## config.mk

```make
export PLATFORM = sky130hd
export DESIGN_NAME = prefix_code_triplet_decoder
export DESIGN_NICKNAME = d
export VERILOG_FILES = /design/src/pcd_pkg.sv /design/src/pcd_tree.sv /design/src/pcd_core.sv /design/src/pcd_outq.sv /design/src/prefix_code_triplet_decoder.sv
export SDC_FILE = /design/constraint.sdc
export NUM_CORES = 1
export LEC_CHECK = 0
export ABC_CLOCK_PERIOD_IN_PS = 7600
export BUFFER_PORTS_ARGS = -buffer_cell sky130_fd_sc_hd__buf_4
export CORE_MARGIN = 3
export CORE_UTILIZATION = 55
export DETAILED_ROUTE_END_ITERATION = 6
export MAX_ROUTING_LAYER = met4
export PLACE_DENSITY = 0.86
export SETUP_SLACK_MARGIN = 0.1
export SLEW_MARGIN = 20
export SYNTH_ARGS = -nofsm -noshare
export SYNTH_HDL_FRONTEND = slang
export SYNTH_SLANG_ARGS = --single-unit
export TNS_END_PERCENT = 30
```

## constraint.sdc

```tcl
create_clock -name clk -period 7.6 [get_ports clk]
set_input_delay 1.52 -clock clk [delete_from_list [all_inputs] [get_ports clk]]
set_output_delay 1.52 -clock clk [all_outputs]
set_load 0.03 [all_outputs]
```

## src/pcd_pkg.sv

```systemverilog
// ----------------------------------------------------------------------------
// pcd_pkg
// Shared types, code tree node codes and the tree step function for the
// prefix code triplet decoder.
// ----------------------------------------------------------------------------
package pcd_pkg;

  localparam int LenWidth  = 16;
  localparam int GrpWidth  = 3;
  localparam int CntWidth  = 2;
  localparam int NodeWidth = 3;

  localparam logic [CntWidth-1:0] CntCode = 2'd3;
  localparam logic [CntWidth-1:0] CntRaw  = 2'd1;

  // code tree nodes
  localparam logic [NodeWidth-1:0] NODE_ROOT = 3'd0;
  localparam logic [NodeWidth-1:0] NODE_0    = 3'd1;
  localparam logic [NodeWidth-1:0] NODE_01   = 3'd2;
  localparam logic [NodeWidth-1:0] NODE_1    = 3'd3;
  localparam logic [NodeWidth-1:0] NODE_10   = 3'd4;
  localparam logic [NodeWidth-1:0] NODE_11   = 3'd5;
  localparam logic [NodeWidth-1:0] NODE_111  = 3'd6;

  // register indexes
  localparam logic [0:0] REG_OUTPUT_LENGTH = 1'b0;

  // outcome of one tree step
  typedef struct packed {
    logic                 done;
    logic [GrpWidth-1:0]  grp;
    logic [NodeWidth-1:0] node_next;
  } tree_step_t;

  // one result transfer
  typedef struct packed {
    logic [GrpWidth-1:0] grp;
    logic [CntWidth-1:0] cnt;
    logic                fin;
  } out_item_t;

  // result of the core toward the output queue
  typedef struct packed {
    logic      valid;
    out_item_t item;
  } result_t;

  function automatic tree_step_t tree_step(input logic [NodeWidth-1:0] node,
                                           input logic bit_in);
    tree_step_t s;
    s.done      = 1'b0;
    s.grp       = '0;
    s.node_next = NODE_ROOT;
    unique case (node)
      NODE_ROOT: s.node_next = bit_in ? NODE_1 : NODE_0;
      NODE_0: begin
        if (bit_in) begin
          s.node_next = NODE_01;
        end else begin
          s.done = 1'b1;
          s.grp  = 3'd0;
        end
      end
      NODE_01: begin
        s.done = 1'b1;
        s.grp  = bit_in ? 3'd2 : 3'd1;
      end
      NODE_1:  s.node_next = bit_in ? NODE_11 : NODE_10;
      NODE_10: begin
        s.done = 1'b1;
        s.grp  = bit_in ? 3'd6 : 3'd4;
      end
      NODE_11: begin
        if (bit_in) begin
          s.node_next = NODE_111;
        end else begin
          s.done = 1'b1;
          s.grp  = 3'd3;
        end
      end
      NODE_111: begin
        s.done = 1'b1;
        s.grp  = bit_in ? 3'd7 : 3'd5;
      end
      default: s.node_next = NODE_ROOT;
    endcase
    return s;
  endfunction

endpackage

```

## src/pcd_tree.sv

```systemverilog
// ----------------------------------------------------------------------------
// pcd_tree
// One step of the code tree walk: next node, code end and decoded group.
// ----------------------------------------------------------------------------
module pcd_tree
  import pcd_pkg::*;
(
  input  logic [NodeWidth-1:0] node,
  input  logic                 bit_in,
  output tree_step_t           step
);

  // tree walk for the incoming bit
  always_comb begin
    step = tree_step(node, bit_in);
  end

endmodule

```

## src/pcd_core.sv

```systemverilog
// ----------------------------------------------------------------------------
// pcd_core
// Length register, tree position and produced bit count; forms the result
// of each accepted coded bit.
// ----------------------------------------------------------------------------
module pcd_core
  import pcd_pkg::*;
(
  input  logic                clk,
  input  logic                rst,
  input  logic                accept,
  input  logic                bit_in,
  input  logic                cfg_wr,
  input  logic [LenWidth-1:0] cfg_len,
  output logic [LenWidth-1:0] output_length,
  output result_t             res
);

  logic [NodeWidth-1:0] tree_node;
  logic [NodeWidth-1:0] tree_node_next;
  logic [LenWidth-1:0]  produced_count;
  logic [LenWidth-1:0]  produced_count_next;
  tree_step_t           step;
  logic                 code_phase;
  logic [LenWidth:0]    sum;

  pcd_tree u_tree (
    .node   (tree_node),
    .bit_in (bit_in),
    .step   (step)
  );

  // produced count stays a multiple of three while codes are decoded,
  // so a whole group still fits when count plus three is within the length
  assign code_phase = ({1'b0, produced_count} + (LenWidth+1)'(3))
                      <= {1'b0, output_length};

  // result forming and state update
  always_comb begin
    res                 = '0;
    tree_node_next      = tree_node;
    produced_count_next = produced_count;
    sum                 = '0;
    if (accept && (output_length != '0)) begin
      if (code_phase) begin
        tree_node_next = step.node_next;
        res.valid      = step.done;
        res.item.grp   = step.grp;
        res.item.cnt   = CntCode;
      end else begin
        res.valid      = 1'b1;
        res.item.grp   = {2'b00, bit_in};
        res.item.cnt   = CntRaw;
      end
      if (res.valid) begin
        sum                 = {1'b0, produced_count} + (LenWidth+1)'(res.item.cnt);
        res.item.fin        = sum >= {1'b0, output_length};
        produced_count_next = sum[LenWidth-1:0];
        if (res.item.fin) begin
          tree_node_next      = NODE_ROOT;
          produced_count_next = '0;
        end
      end
    end
  end

  // state registers; a length write starts a new block
  always_ff @(posedge clk) begin
    if (rst) begin
      output_length  <= '0;
      tree_node      <= NODE_ROOT;
      produced_count <= '0;
    end else if (cfg_wr) begin
      output_length  <= cfg_len;
      tree_node      <= NODE_ROOT;
      produced_count <= '0;
    end else begin
      tree_node      <= tree_node_next;
      produced_count <= produced_count_next;
    end
  end

  // block ends clear the count
  a_fin_clears: assert property (@(posedge clk) disable iff (rst)
    (res.valid && res.item.fin) |=> (produced_count == '0 && tree_node == NODE_ROOT))
    else $error("count not cleared after final result");

  // count never passes the length
  a_count_bound: assert property (@(posedge clk) disable iff (rst)
    produced_count <= output_length)
    else $error("produced count above output length");

  // raw tail bits only come at the top of the tree
  a_raw_at_root: assert property (@(posedge clk) disable iff (rst)
    (res.valid && res.item.cnt == CntRaw) |-> tree_node == NODE_ROOT)
    else $error("raw bit taken inside a code");

endmodule

```

## src/pcd_outq.sv

```systemverilog
// ----------------------------------------------------------------------------
// pcd_outq
// Result register with a skid stage, so coded bits keep flowing while a
// result waits to be taken.
// ----------------------------------------------------------------------------
module pcd_outq
  import pcd_pkg::*;
(
  input  logic      clk,
  input  logic      rst,
  input  result_t   res,
  output logic      space,
  output logic      out_valid,
  input  logic      out_ready,
  output out_item_t out_item
);

  logic      skid_valid;
  out_item_t skid_item;
  logic      pop;

  assign space = !skid_valid;
  assign pop   = out_valid && out_ready;

  // control
  always_ff @(posedge clk) begin
    if (rst) begin
      out_valid  <= 1'b0;
      skid_valid <= 1'b0;
    end else if (pop) begin
      if (skid_valid) begin
        skid_valid <= 1'b0;
      end else begin
        out_valid <= res.valid;
      end
    end else if (res.valid) begin
      if (out_valid) begin
        skid_valid <= 1'b1;
      end else begin
        out_valid <= 1'b1;
      end
    end
  end

  // payload
  always_ff @(posedge clk) begin
    if (pop) begin
      if (skid_valid) begin
        out_item <= skid_item;
      end else if (res.valid) begin
        out_item <= res.item;
      end
    end else if (res.valid) begin
      if (out_valid) begin
        skid_item <= res.item;
      end else begin
        out_item <= res.item;
      end
    end
  end

  // skid only fills behind a held result
  a_skid_order: assert property (@(posedge clk) disable iff (rst)
    skid_valid |-> out_valid)
    else $error("skid holds a result with output empty");

  // no result arrives while the skid is full
  a_no_overflow: assert property (@(posedge clk) disable iff (rst)
    skid_valid |-> !res.valid)
    else $error("result lost to full queue");

  // a stalled full queue stays full
  a_hold_full: assert property (@(posedge clk) disable iff (rst)
    (skid_valid && !out_ready) |=> (skid_valid && out_valid))
    else $error("queue dropped a result while stalled");

endmodule

```

## src/prefix_code_triplet_decoder.sv

```systemverilog
// ----------------------------------------------------------------------------
// prefix_code_triplet_decoder
// Serial prefix code decoder: one coded bit per transfer, 3-bit groups and
// raw tail bits out, with an APB-style length register.
// ----------------------------------------------------------------------------
// Timing: the tree walk and count update act together on the accepted coded bit; the result
//   is registered in the output register, or in the skid stage while the output is held.
// Throughput: 1 coded bit per cycle; a result that meets a stalled output waits
//   in the skid stage, and in_ready is low until the output transfer that frees it.
// Reset: synchronous rst clears output_length to 0 (bits ignored), the tree
//   position to the root, the produced count and both output stages.
module prefix_code_triplet_decoder
  import pcd_pkg::*;
(
  input  logic                clk,
  input  logic                rst,
  // coded bit channel
  input  logic                in_valid,
  output logic                in_ready,
  input  logic                coded_bit,
  // result channel
  output logic                out_valid,
  input  logic                out_ready,
  output logic [GrpWidth-1:0] decoded_bits,
  output logic [CntWidth-1:0] bit_count,
  output logic                final_flag,
  // configuration port
  input  logic                psel,
  input  logic                penable,
  input  logic                pwrite,
  input  logic [2:0]          paddr,
  input  logic [31:0]         pwdata,
  output logic [31:0]         prdata,
  output logic                pready
);

  logic                accept;
  logic                cfg_wr;
  logic [0:0]          reg_index;
  logic [LenWidth-1:0] output_length;
  result_t             res;
  out_item_t           out_item;

  // register access
  assign pready    = 1'b1;
  assign reg_index = paddr[2:2];
  assign cfg_wr    = psel && penable && pwrite && (reg_index == REG_OUTPUT_LENGTH);

  always_comb begin
    unique case (reg_index)
      REG_OUTPUT_LENGTH: prdata = {{(32-LenWidth){1'b0}}, output_length};
      default:           prdata = '0;
    endcase
  end

  // coded bit transfer
  assign accept = in_valid && in_ready;

  pcd_core u_core (
    .clk           (clk),
    .rst           (rst),
    .accept        (accept),
    .bit_in        (coded_bit),
    .cfg_wr        (cfg_wr),
    .cfg_len       (pwdata[LenWidth-1:0]),
    .output_length (output_length),
    .res           (res)
  );

  pcd_outq u_outq (
    .clk       (clk),
    .rst       (rst),
    .res       (res),
    .space     (in_ready),
    .out_valid (out_valid),
    .out_ready (out_ready),
    .out_item  (out_item)
  );

  assign decoded_bits = out_item.grp;
  assign bit_count    = out_item.cnt;
  assign final_flag   = out_item.fin;

endmodule
```

# [Word-level counts from Yosys, hierarchy flattened]
# Cells that the tools add are included.
[word_totals] regBits=49
[op_classes] n_eq_ne=8 n_addsub=2 order_cmp=2 n_mux=28 reduce_logical=18 bitwise=2
[ops] cell="two-way mux 6 bit" n=7
[ops] cell="two-way mux 16 bit" n=2
[ops] cell="one-hot mux 4 bit (5 select lines)" n=1
[ops] cell="adder 16 x 2 -> 17 bit" n=1
[ops] cell="adder 16 x 2 -> 17 bit, second input constant" n=1
[ops] cell="greater-or-equal comparator 17 x 16 -> 1 bit" n=1
[ops] cell="<= comparator 17 x 16 -> 1 bit" n=1
[ops] cell="nonzero test 16 bit" n=1
[ops] cell="two-way mux 3 bit" n=4
[ops] cell="one-hot mux 3 bit (4 select lines)" n=1
[ops] cell="two-way mux 2 bit" n=5
[ops] cell="== test 3 bit, second input constant" n=3
[ops] cell="two-way mux 4 bit" n=2
[ops] cell="two-way mux 7 bit" n=1
[ops] cell="== test 3 x 2 -> 1 bit, second input constant" n=2
[ops] cell="logical AND 1 bit" n=6
[ops] cell="AND reduction 2 bit" n=3
[ops] cell="AND reduction 3 bit" n=2
[ops] cell="two-way mux 1 bit" n=5
[ops] cell="inequality test 2 bit, second input constant" n=2
[ops] cell="nonzero test 2 bit" n=2
[ops] cell="OR reduction 2 bit" n=2
[ops] cell="== test 3 x 1 -> 1 bit, second input constant" n=1
[ops] cell="zero test 3 bit" n=1
[ops] cell="other kinds (2)" n=3

# [Longest topological paths before layout]
[logic_depth] depth_word=11 ltp_mapped=27

# [By module]
# A second synthesis with hierarchy kept.
[hier_totals] hier_cells=400 hier_area_um2=3626.0
[modules_own_cells] mod="pcd_core" area_each_um2=2690.1 cells_per_inst=315 instances=1
[modules_own_cells] mod="pcd_outq" area_each_um2=536.8 cells_per_inst=31 instances=1
[modules_own_cells] mod="prefix_code_triplet_decoder" area_each_um2=277.8 cells_per_inst=38 instances=1
[modules_own_cells] mod="pcd_tree" area_each_um2=121.4 cells_per_inst=16 instances=1

# [Worst setup path before layout]
# OpenSTA, ideal clock, no wires.
[synth_path] path_type="register to register" from="register u_core.produced_count[0]" to="register u_core.produced_count[10]" period_less_slack_ns=5.586 arrival_ns=5.515 n_path_buf=3 setup_time_ns=0.070 stages_incl_launch_ff=27 setup_slack_ns=2.014 cell_sequence="dfxtp_1 inv_1 ha_1 or3_1 buf_2 nor2_1 xor2_1 ha_1 a21o_1 a21oi_1 o21ai_0 a21o_1 nor2_1 inv_1 fa_1 or3_1 clkbuf_1 xnor2_1 ha_1 nand2_1 nor2_1 a2111oi_0 a21oi_1 nor2_1 clkbuf_1 nand3b_1 a21oi_1"
[synth_via] elab_chain_cells=7
[synth_rtl] element="start, declared" line_no="pcd_core.sv:21" text="logic [LenWidth-1:0] produced_count;"
[synth_rtl] element="start signal, assigned" line_no="pcd_core.sv:79" text="produced_count <= produced_count_next;"
[synth_rtl] element="adder 16 x 2 -> 17 bit" line_no="pcd_core.sv:35" text="assign code_phase = ({1'b0, produced_count} + (LenWidth+1)'(3))"
[synth_rtl] element="<= comparator 17 x 16 -> 1 bit" line_no="pcd_core.sv:36" text="<= {1'b0, output_length};"
[synth_rtl] element="two-way mux 6 bit" line_no="pcd_core.sv:45" text="if (code_phase) begin"
[synth_rtl] element="two-way mux 6 bit" line_no="pcd_core.sv:44" text="if (accept && (output_length != '0)) begin"
[synth_rtl] element="adder 16 x 2 -> 17 bit" line_no="pcd_core.sv:56" text="sum = {1'b0, produced_count} + (LenWidth+1)'(res.item.cnt);"
[synth_rtl] element="greater-or-equal comparator 17 x 16 -> 1 bit" line_no="pcd_core.sv:57" text="res.item.fin = sum >= {1'b0, output_length};"
[synth_rtl] element="two-way mux 16 bit" line_no="pcd_core.sv:59" text="if (res.item.fin) begin"
# Several ways; a longest one is shown, not always the timed one. The select of a mux whose other input is x is not followed.
# A chain may end at the register's enable or synchronous reset.

# [Final worst setup path]
[layout_path] from="register u_core.produced_count[2]" to="register u_core.produced_count[1]"
# Same word-level chain as after synthesis.

==> results.txt <==
The number of antenna diodes in the final layout is 0. Final count of hold timing violations: 0. Largest net degree at the start of global routing: 32. The run gives 0 as the final setup violation count. The total of max-cap violations is 0.

The area of the die was 7650 um2; the shortest period the worst path allows was 6.52 ns. The worst register-to-register path begins at u_core.produced_count[2]. The worst hold-check path type was reg2reg. The synthesized area is 3650 um2, and the number of cells on the critical path is 23. The floorplan step defined a core boundary enclosing 6390 um2. Walking the worst path, the cells encountered are and3_1 > o2111ai_1 > nor3_1 > nand3_1 > xnor2_1 > ha_1 > nand3_1 > nor2_1 > nand4_1 > and3_1 > nor2_1 > inv_1 > fa_1 > or3_1 > xnor2_1 > ha_1 > nand2_1 > nor2_1 > a2111oi_0 > a21oi_1 > or2_2 > or3_1 > a21oi_1. The tools report the part of the power in the clock network as 0.304.

The first-pass detailed-route iteration total was 5. For the worst flop-to-flop path, the logic depth is 23. The total overflow left after global routing is 0. The total internal power was 491 uW; the initial standard-cell utilization of the core was 0.572. Power density normalized to cell area: 183 nW/um2. The die is 87.5 um wide. The analysis attributes to net switching a power of 253 uW. Pin placement for this block handled 84 I/O pins. In this run, the number of DRC markers left after iteration 0 of detailed routing was 314.

Number of buffers and inverters on the critical path: 1. The routed wire length per instance works out to 14.9 um. Port buffering added 48 buffers. The tools report the number of pins exceeding their max-slew limit in the final report as 0.

Data on the critical path is required at its endpoint by 7.84 ns. The clock insertion delay at the later pin of the skew report was 0.31 ns. Pin slew with the least headroom to its limit: 0.808 ns. The final worst setup slack was 1.08 ns.

The worst hold slack is 0.480 ns, and the total via count in the routed design is 3367. The synthesized design contains 49 register bits. Top flip-flop cell by instance count after synthesis: sky130_fd_sc_hd__dfxtp_1. Cell with the largest stage delay on the worst path: sky130_fd_sc_hd__or3_1. Leaving out fill and tap cells, the most frequent cell in the layout is sky130_fd_sc_hd__nand2_1.

The CTS H-tree depth was 2. The period utilization was 0.858. On the final layout, the worst clock skew is 0.00975 ns. In this design, the largest share of critical-path delay is due to simple AND/OR/NAND/NOR gates.

IR analysis of the VDD net gives a maximum drop of 120 uV. In this design, the stage delay of the slowest critical-path cell is 0.57 ns. The endpoint of the worst setup timing path is u_core.produced_count[1].

Setup repair after global routing left no endpoint under its margin. The number of placement rows is 29, and the worst slew margin relative to its limit is 0.457. Type of element capturing the critical path: a flip-flop. The path type of the worst setup path is reg2reg. The run gives 0.311 as the combinational cell fraction of total power. The share of synthesized flip-flops with an asynchronous set or reset came out at 0.

Clock-pin slew was measured on the worst setup and hold paths at 0.10 ns. The final estimated routing congestion in global placement is 0.935. The die is 87.5 um tall. The logs give 0.384 for the proportion of power drawn by flip-flops and latches and 49 for the number of sinks on the clock net. The proportion of total power due to net switching is 0.340. The logs give 0 for the number of antenna violations at the first check in global routing and 0.00173 uW for the cell leakage power. The remaining number of nets flagged by the antenna check after routing is 0. The highest fanout seen on the critical path is 9, and the sum of net half-perimeters after detailed placement is 6680 um. Overall power consumption after layout is estimated at 744 uW. Dividing the detail-routed via count by the number of cells gives 5.87. Counting stages on the worst path, the most repeated cell is sky130_fd_sc_hd__nor2_1. The number of global-route vias before repair is 3071. The worst slack at placement was 1.14 ns. The tools report the setup TNS after final layout as 0 ns. The core occupancy in the finished layout was 0.636. Derived from the worst setup path, the maximum achievable clock frequency is 153 MHz. STA classifies the critical path startpoint as a flip-flop. Synthesis produced a netlist whose cell count is 469. The run gives 5 as the number of buffers inserted during clock tree synthesis. Share of the yosys chip area belonging to registers: 0.301.

The global-route usage over all layers came out at 0.235. The buffers inserted during post-CTS setup optimization came out at 0. The top cell types in the final layout, fill and taps aside, are sky130_fd_sc_hd__nand2_1, sky130_fd_sc_hd__buf_4, sky130_fd_sc_hd__a21oi_1, sky130_fd_sc_hd__nor2_1, sky130_fd_sc_hd__dfxtp_1. The buffer levels on the longest clock path was 2; the mean area per synthesized cell was 7.79 um2.

The layout overhead on the synthesized area is 11.2%. TritonCTS built the clock tree. The tools report the end of the worst register-to-register path as u_core.produced_count[1].

The share of final-layout standard cells stronger than drive strength 1 came out at 0.133. The run gives 8560 um as the aggregate routed wire length. The tools report the total DRC errors in the routed layout as 0.

The post-cts resize count came out at 0. The count of yosys warnings during synthesis was 0; the number of different library cells in the post-synthesis netlist was 51. First-pass GRT wire length: 14000 um. In this run the register-to-register setup slack is 1.08 ns.

Data on the critical path arrives at its endpoint at 6.76 ns. The run gives 573 as the final layout net count. The tree is rooted in a sky130_fd_sc_hd__clkbuf_8. The number of enable-type register cells in the synthesized netlist was 12; the quantity of hold-fixing buffers added after cts was 0.

The critical path starts at u_core.produced_count[2]. The run finished with clean final reports. The run gives 542 as the count of filler cells inserted in the layout.
## final cells by class
| cell class | instances | area (um2) | area share |
|---|---|---|---|
| Sequential cell | 49 | 1100 | 0.271 |
| Timing Repair Buffer | 50 | 375 | 0.0924 |
| Clock inverter | 3 | 68.8 | 0.0169 |
| Multi-Input combinational cell | 364 | 2250 | 0.555 |
| Clock buffer | 5 | 68.8 | 0.0169 |
| Tap cell | 77 | 96.3 | 0.0237 |
| Inverter | 26 | 97.6 | 0.0240 |
## worst min-delay path, cell delays in order, from the launching register on
cell and delay, ns:
sky130_fd_sc_hd__dfxtp_1 0.33, sky130_fd_sc_hd__nand2_1 0.05, sky130_fd_sc_hd__a21oi_1 0.05
## registers in the layout, indices dropped and copies added (netlist names)
name and cells:
u_outq.skid_item 6, u_outq.out_item 6, u_outq.out_valid 1, u_core.tree_node 3, u_core.output_length 16, u_outq.skid_valid 1
u_core.produced_count 16
## power groups by stage
stage / clock (uW) / sequential (uW) / combinational (uW)
after floorplan: 0 / 297 / 163
final: 226 / 286 / 232
after global placement: 0 / 291 / 217
after global routing: 237 / 287 / 252
after CTS: 231 / 286 / 229
after detailed placement: 0 / 292 / 227
## per-stage QoR
stage,instances,cell area [um2]
4_1_cts,574,4060
3_3_place_gp,566,3920
3_5_place_dp,566,3920
2_1_floorplan,484,3710
5_1_grt,574,4060
6_report,574,4060
## synth_stat cells, drive strengths merged (3+ instances only)
master	instances	area share
dfxtp	37	0.20
nand3	15	0.024
nand3b	10	0.021
buf	25	0.050
nor4	4	0.0069
a21oi	44	0.060
xor2	15	0.036
xnor2	13	0.031
clkbuf	20	0.021
nor2	43	0.046
nand2	72	0.074
o21ai	11	0.015
and3	6	0.010
edfxtp	12	0.099
a21o	9	0.018
o211ai	3	0.0062
ha	33	0.11
nor2b	4	0.0069
nor3	10	0.014
inv	26	0.027
nand4	14	0.024
or3	5	0.0086
o2bb2ai	4	0.0096
## worst min-delay path by stage
stage / startpoint / endpoint / cells past startpoint
2_1_floorplan: u_core.output_length[13] / u_core.output_length[13] / 2
3_5_place_dp: u_core.output_length[6] / u_core.output_length[6] / 2
5_1_grt: u_core.output_length[7] / u_core.output_length[7] / 2
6_report: u_core.output_length[6] / u_core.output_length[6] / 2
4_1_cts: u_core.output_length[6] / u_core.output_length[6] / 2
3_3_place_gp: u_core.output_length[8] / u_core.output_length[8] / 2
## kinds of logic after synthesis
kind of cell	synth area share
other	0.00206
xor gates and xnor gates	0.0671
AOI/OAI and AO/OA	0.151
DFF	0.301
adders and majority gates	0.119
and+or+nand+nor	0.263
buffers and inverters	0.0969
## layer usage
layer / global-route usage / share of wire
met5: - / 0
met4: 0.0893 / 0.026
met2: 0.384 / 0.48
met1: 0.292 / 0.41
met3: 0.0350 / 0.080
Note: power is estimated with default switching activity, not from simulation.
